## config.mk

```make
export PLATFORM = sky130hd
export DESIGN_NAME = pph_modmul
export DESIGN_NICKNAME = d
export VERILOG_FILES = /design/src/rtl/core/pph_pkg.sv /design/src/rtl/core/pph_modmul.sv
export SDC_FILE = /design/constraint.sdc
export NUM_CORES = 2
export LEC_CHECK = 0
export BUFFER_PORTS_ARGS = -buffer_cell sky130_fd_sc_hd__buf_4
export CAP_MARGIN = 30
export CORE_ASPECT_RATIO = 0.9
export CORE_MARGIN = 1
export CORE_UTILIZATION = 65
export DETAILED_ROUTE_END_ITERATION = 16
export GPL_ROUTABILITY_DRIVEN = 0
export PLACE_DENSITY = 0.82
export SYNTH_ARGS = -nofsm -noshare
export SYNTH_HDL_FRONTEND = slang
export SYNTH_SLANG_ARGS = --single-unit
```

## constraint.sdc

```tcl
create_clock -name clk_i -period 8.8 [get_ports clk_i]
set_clock_uncertainty 0.2 [all_clocks]
set_input_delay 2.2 -clock clk_i [delete_from_list [all_inputs] [get_ports clk_i]]
set_output_delay 2.2 -clock clk_i [all_outputs]
set_load 0.005 [all_outputs]
```

## src/rtl/core/pph_pkg.sv

```systemverilog
`timescale 1ns / 1ps
`default_nettype none
// ----------------------------------------------------------------------------
// Polynomial prefix hash package
// Shared widths, codes, transaction types and elaboration-time helpers for
// the prefix hash table core and its sub-blocks.
// ----------------------------------------------------------------------------
package pph_pkg;

  localparam int unsigned HASH_W  = 30;
  localparam int unsigned LEN_W   = 11;
  localparam int unsigned BEGIN_W = 10;
  localparam int unsigned CODE_W  = 8;
  localparam int unsigned ACT_W   = 2;
  localparam int unsigned PROD_W  = 2 * HASH_W;
  localparam int unsigned MU_W    = HASH_W + 1;
  localparam int unsigned REM_W   = 32;

  localparam logic [HASH_W-1:0] HASH_MOD    = 30'd998244353;
  localparam logic [CODE_W-1:0] CODE_OFFSET = 8'd64;

  // Barrett constant floor(2^60 / modulus).
  localparam logic [63:0]     MU_FULL    = (64'd1 << PROD_W) / 64'd998244353;
  localparam logic [MU_W-1:0] BARRETT_MU = MU_FULL[MU_W-1:0];

  localparam logic [ACT_W-1:0] ACT_APPEND = 2'd0;
  localparam logic [ACT_W-1:0] ACT_QUERY  = 2'd1;
  localparam logic [ACT_W-1:0] ACT_CLEAR  = 2'd2;

  typedef enum logic [1:0] {
    TAG_TERM,
    TAG_POW,
    TAG_INV,
    TAG_QUERY
  } mul_tag_e;

  typedef enum logic [2:0] {
    ST_IDLE,
    ST_A_POW,
    ST_A_INV,
    ST_Q_LO,
    ST_Q_MUL,
    ST_WAIT
  } state_e;

  typedef struct packed {
    logic [ACT_W-1:0]   action;
    logic [CODE_W-1:0]  char_code;
    logic [BEGIN_W-1:0] begin_index;
    logic [LEN_W-1:0]   end_index;
  } cmd_t;

  typedef struct packed {
    logic [HASH_W-1:0] hash_value;
    logic              error;
    logic [LEN_W-1:0]  string_length;
  } rsp_t;

  typedef struct packed {
    logic              valid;
    mul_tag_e          tag;
    logic [HASH_W-1:0] a;
    logic [HASH_W-1:0] b;
  } mul_req_t;

  typedef struct packed {
    logic              valid;
    mul_tag_e          tag;
    logic [HASH_W-1:0] r;
  } mul_rsp_t;

  // Square-and-multiply, used only to derive constants at elaboration.
  function automatic logic [HASH_W-1:0] pow_mod(input logic [63:0] base_val,
                                                input logic [63:0] exp_val);
    logic [63:0] r;
    logic [63:0] b;
    logic [63:0] e;
    r = 64'd1;
    b = base_val % 64'(HASH_MOD);
    e = exp_val;
    for (int i = 0; i < 64; i++) begin
      if (e[0]) begin
        r = (r * b) % 64'(HASH_MOD);
      end
      b = (b * b) % 64'(HASH_MOD);
      e = e >> 1;
    end
    return r[HASH_W-1:0];
  endfunction

endpackage
`default_nettype wire

```

## src/rtl/core/pph_modmul.sv

```systemverilog
`timescale 1ns / 1ps
`default_nettype none
// ----------------------------------------------------------------------------
// Pipelined modular multiplier
// Computes a*b mod 998244353 with Barrett reduction in five register stages.
// A tag travels with each operation so the caller can route the result.
// ----------------------------------------------------------------------------
module pph_modmul (
  input  wire logic              clk_i,
  input  wire logic              rst_ni,
  input  wire pph_pkg::mul_req_t req_i,
  output pph_pkg::mul_rsp_t      rsp_o
);

  logic [4:0]        vld_q;
  pph_pkg::mul_tag_e tag0_q, tag1_q, tag2_q, tag3_q, tag4_q;

  logic [pph_pkg::HASH_W-1:0] a_q, b_q;
  logic [pph_pkg::PROD_W-1:0] prod_d, prod_q;
  logic [61:0]                quot_full;
  logic [pph_pkg::MU_W-1:0]   quot_d, quot_q;
  logic [pph_pkg::REM_W-1:0]  plo_q;
  logic [pph_pkg::REM_W-1:0]  qm_lo;
  logic [pph_pkg::REM_W-1:0]  rem_d, rem_q;
  logic [pph_pkg::REM_W-1:0]  mod1, mod2;
  logic [pph_pkg::HASH_W-1:0] res_d, res_q;

  assign mod1 = pph_pkg::REM_W'(pph_pkg::HASH_MOD);
  assign mod2 = mod1 << 1;

  assign prod_d    = pph_pkg::PROD_W'(a_q) * pph_pkg::PROD_W'(b_q);
  assign quot_full = 62'(prod_q[pph_pkg::PROD_W-1:pph_pkg::HASH_W-1]) *
                     62'(pph_pkg::BARRETT_MU);
  assign quot_d    = quot_full[61:31];
  // Only the low 32 bits matter: the true remainder stays below three moduli.
  assign qm_lo     = pph_pkg::REM_W'(quot_q) * mod1;
  assign rem_d     = plo_q - qm_lo;

  always_comb begin
    if (rem_q >= mod2) begin
      res_d = pph_pkg::HASH_W'(rem_q - mod2);
    end else if (rem_q >= mod1) begin
      res_d = pph_pkg::HASH_W'(rem_q - mod1);
    end else begin
      res_d = pph_pkg::HASH_W'(rem_q);
    end
  end

  always_ff @(posedge clk_i or negedge rst_ni) begin
    if (!rst_ni) begin
      vld_q <= '0;
    end else begin
      vld_q <= {vld_q[3:0], req_i.valid};
    end
  end

  always_ff @(posedge clk_i) begin
    a_q    <= req_i.a;
    b_q    <= req_i.b;
    tag0_q <= req_i.tag;
    prod_q <= prod_d;
    tag1_q <= tag0_q;
    quot_q <= quot_d;
    plo_q  <= prod_q[pph_pkg::REM_W-1:0];
    tag2_q <= tag1_q;
    rem_q  <= rem_d;
    tag3_q <= tag2_q;
    res_q  <= res_d;
    tag4_q <= tag3_q;
  end

  assign rsp_o.valid = vld_q[4];
  assign rsp_o.tag   = tag4_q;
  assign rsp_o.r     = res_q;

endmodule
`default_nettype wire

```

==> run summary <==
Worst path slowest cell: dfxtp_1
CP dominant cell by count: fa_1
DIE HEIGHT: 271 um
Area grow syn2layout: 6.47%
Global-route wire length before repair: 208000 um
DR DRC count: 12
Antenna violations before repair: 0
RSZ-0062 raised after global routing: no
Core ar.: 0.0796 mm2
Slew headroom: 0.252
N_diodes: 0
Syn_area_per_cell: 9.60 um2
Top FF cell, synth: dfxtp_1
Worst-path cell chain: buf_4 -> and2_1 -> fa_1 -> inv_1 -> fa_1 -> inv_1 -> fa_1 -> fa_1 -> fa_1 -> fa_1 -> fa_1 -> inv_1 -> fa_1 -> inv_1 -> ha_1 -> a21oi_1 -> o21ai_0 -> a221o_1 -> a2111o_1 -> o21ai_1 -> o221ai_1 -> a22oi_1 -> o31ai_1 -> xor2_1
Worst R2R Path Depth: 24
RR Startpoint: b_q[17]$_DFF_P_
Via count: 37.0k
Top post-synthesis cells by area: fa_1 (41%), ha_1 (18%), dfxtp_1 (9.7%), inv_1 (9.7%), and2_1 (6.1%)
Root buffer cell: clkbuf_16
Clock insertion delay at the later pin of the skew report: 0.66 ns
Largest net degree at the start of global routing: 31
Warnings, synthesis: 0
TNS Setup: 0 ns
Final setup viols: 0
Vias per cell: 5.61
Worst Max-Slew Pin Slew: 1.12 ns
I/O pin cnt: 98
Most common cell in the synthesized netlist: inv_1
Yosys top cell by area: fa_1
Post-Synthesis Cells: 5453
R2r endpoint: prod_q[58]$_DFF_P_
Deepest clock path buffer count: 3
H-tree levels: 1
FFs w/ async S/R, synth: 0.0192
Mapped cell area: 0.0524 mm2
Post-synth EDFFs: 0
Critical Path RT: 9.07 ns
Max-slew violation count: 0
Share of the synthesized area in the top cell type: 0.406
WL/cell: 19.4 um
Std-Cell Rows: 98
Worst setup SP type: flop
Hold/Removal Path Class: flop to flop
Filler cells: 5706
CP Class: flop to flop
Starting Density: 0.658
Clock Sinks: 260
Failing checks: design-rule violations
Critical Path Sink Type: flop
Mux contribution to synthesized area: 0.000382
Chip width: 301 um
Post-Route WL: 128000 um
Ratio of cells with drive above 1 in the final layout: 0.0566
Fin nets: 7401
Reg2reg setup slack: 0.20 ns
Yosys cell types: 80
Drt initial violations: 2836
Fin crit period: 8.60 ns
End of the critical path: prod_q[58]$_DFF_P_
Worst setup path start: b_q[17]$_DFF_P_
Number of synthesized register bits: 260
Simple-Gate Fraction of Synth Area: 0.122
CP Depth: 24
CP top delay family: adder cells
Post-CTS Setup Repair Bufs: 0
Sequential area share after synthesis: 0.0999
Max incr delay on CP: 0.94 ns
Clock slew at reported path FFs: 0.07 ns
Vias in the first global route: 40.1k
DRT Pass-1 Iters: 12
Worst EP arrival: 8.86 ns
Top post-synthesis cells by count: inv_1 (1354), fa_1 (1061), ha_1 (762), and2_1 (509), nand2_1 (472)
Compound-Gate Fraction of Synth Area: 0.0509
Count of input and output buffers: 97
Mapped Nets: 7341
Max frequency: 116 MHz
WP buf/inv: 5
Placed insts: 6531
DRT antenna net count: 0
Xor and xnor area share after synthesis: 0.0271
Adder-Cell Fraction of Synth Area: 0.588
GRT Util Overall: 0.325
Main combinational cell family by area after synthesis: adder cells
Grt ovf: 0
Maxcap violations: 0
CP Max Fanout: 20
Final worst-path cycle share: 0.977
Dpl hpwl: 109000 um
Die ar.: 0.0817 mm2
Fin. Hold Viols: 0
CTS buffer count: 29
Fin cells: 6584
CTS tree: yes
Run status: complete, but fails checks
[metrics by stage]
stage                     setup WS, ns  hold slack, ns  area, um2   util
final                            0.202           0.124      55800  0.701
after global routing           0.00243           0.131      55800  0.701
after CTS                        0.254           0.126      55700  0.700
after detailed placement         0.296           0.112      54700  0.688
after global placement           0.521           0.111      54700  0.687
after floorplan                   1.44           0.110      52400      -
[kinds of logic (layout without fill, tap and decap cells)]
group / count (synthesis) / count (layout)
buffers and inverters: 1554 / 1635
xor gates and xnor gates: 162 / 162
adders and majority gates: 1824 / 1824
and+or+nand+nor: 1246 / 1246
DFF: 260 / 260
muxes: 2 / 2
AOI/OAI and AO/OA: 405 / 405
[cell usage in the layout, fill, tap and decap left out, drive strengths merged, types with 10 or more instances in the layout]
master / synthesis / routed
a211oi: 19 / 19
and2: 510 / 510
a21oi: 124 / 124
nand2b: 15 / 15
buf: 3 / 229
o21bai: 15 / 15
xor2: 58 / 58
nor2: 81 / 81
nand4: 27 / 27
xnor2: 104 / 104
o21a: 12 / 12
inv: 1354 / 1359
nor4: 10 / 10
fa: 1061 / 1061
o21ai: 73 / 73
clkbuf: 197 / 36
ha: 762 / 762
nand3: 30 / 30
nor3: 34 / 34
nor2b: 14 / 14
nand2: 474 / 474
o211ai: 13 / 13
a21o: 57 / 57
and3: 15 / 15
o31ai: 13 / 13
a31oi: 20 / 20
dfxtp: 255 / 255
[area by class of cell]
cell class / count / area [um2] / share of cell area
timing repair buffer: 229 / 1840 / 0.0329
multi-input combinational: 3639 / 41300 / 0.741
tap: 1050 / 1310 / 0.0236
sequential: 260 / 5240 / 0.0940
clock buffer: 36 / 782 / 0.0140
clock inverter: 16 / 205 / 0.00368
inverter: 1354 / 5080 / 0.0911
[state kept, by name, indices dropped and copies added, names as in the netlist]
name / cells
res_q: 30
tag1_q: 2
tag2_q: 2
tag3_q: 2
a_q: 30
tag4_q: 2
tag0_q: 2
b_q: 30
rem_q: 32
plo_q: 32
vld_q: 5
prod_q: 60
quot_q: 31
[per-layer routing]
layer  share of wire  GRT usage  wire (um)
met5         0.00027          0         34
met4           0.042      0.110       5350
met3            0.11     0.0765      13800
met2            0.45      0.519      57900
met1            0.40      0.437      50700
[worst min path at each step]
stage                              endpoint  depth (start not counted)  slack [ns]          startpoint
after floorplan            plo_q[0]$_DFF_P_                          0        0.11   prod_q[0]$_DFF_P_
after global placement     plo_q[4]$_DFF_P_                          0        0.11   prod_q[4]$_DFF_P_
after detailed placement  plo_q[21]$_DFF_P_                          0        0.11  prod_q[21]$_DFF_P_
after CTS                 plo_q[10]$_DFF_P_                          0        0.13  prod_q[10]$_DFF_P_
after global routing      tag2_q[0]$_DFF_P_                          0        0.13   tag1_q[0]$_DFF_P_
final                     plo_q[10]$_DFF_P_                          0        0.12  prod_q[10]$_DFF_P_
[repair_timing]
item | in CTS | in global routing
hold buffers | 0 | 0
resized for setup | 0 | 7
setup endpoints to repair | 0 | 5
Power is not shown: default switching activity piles up to over one toggle a cycle in this logic, so the estimate is an artifact.
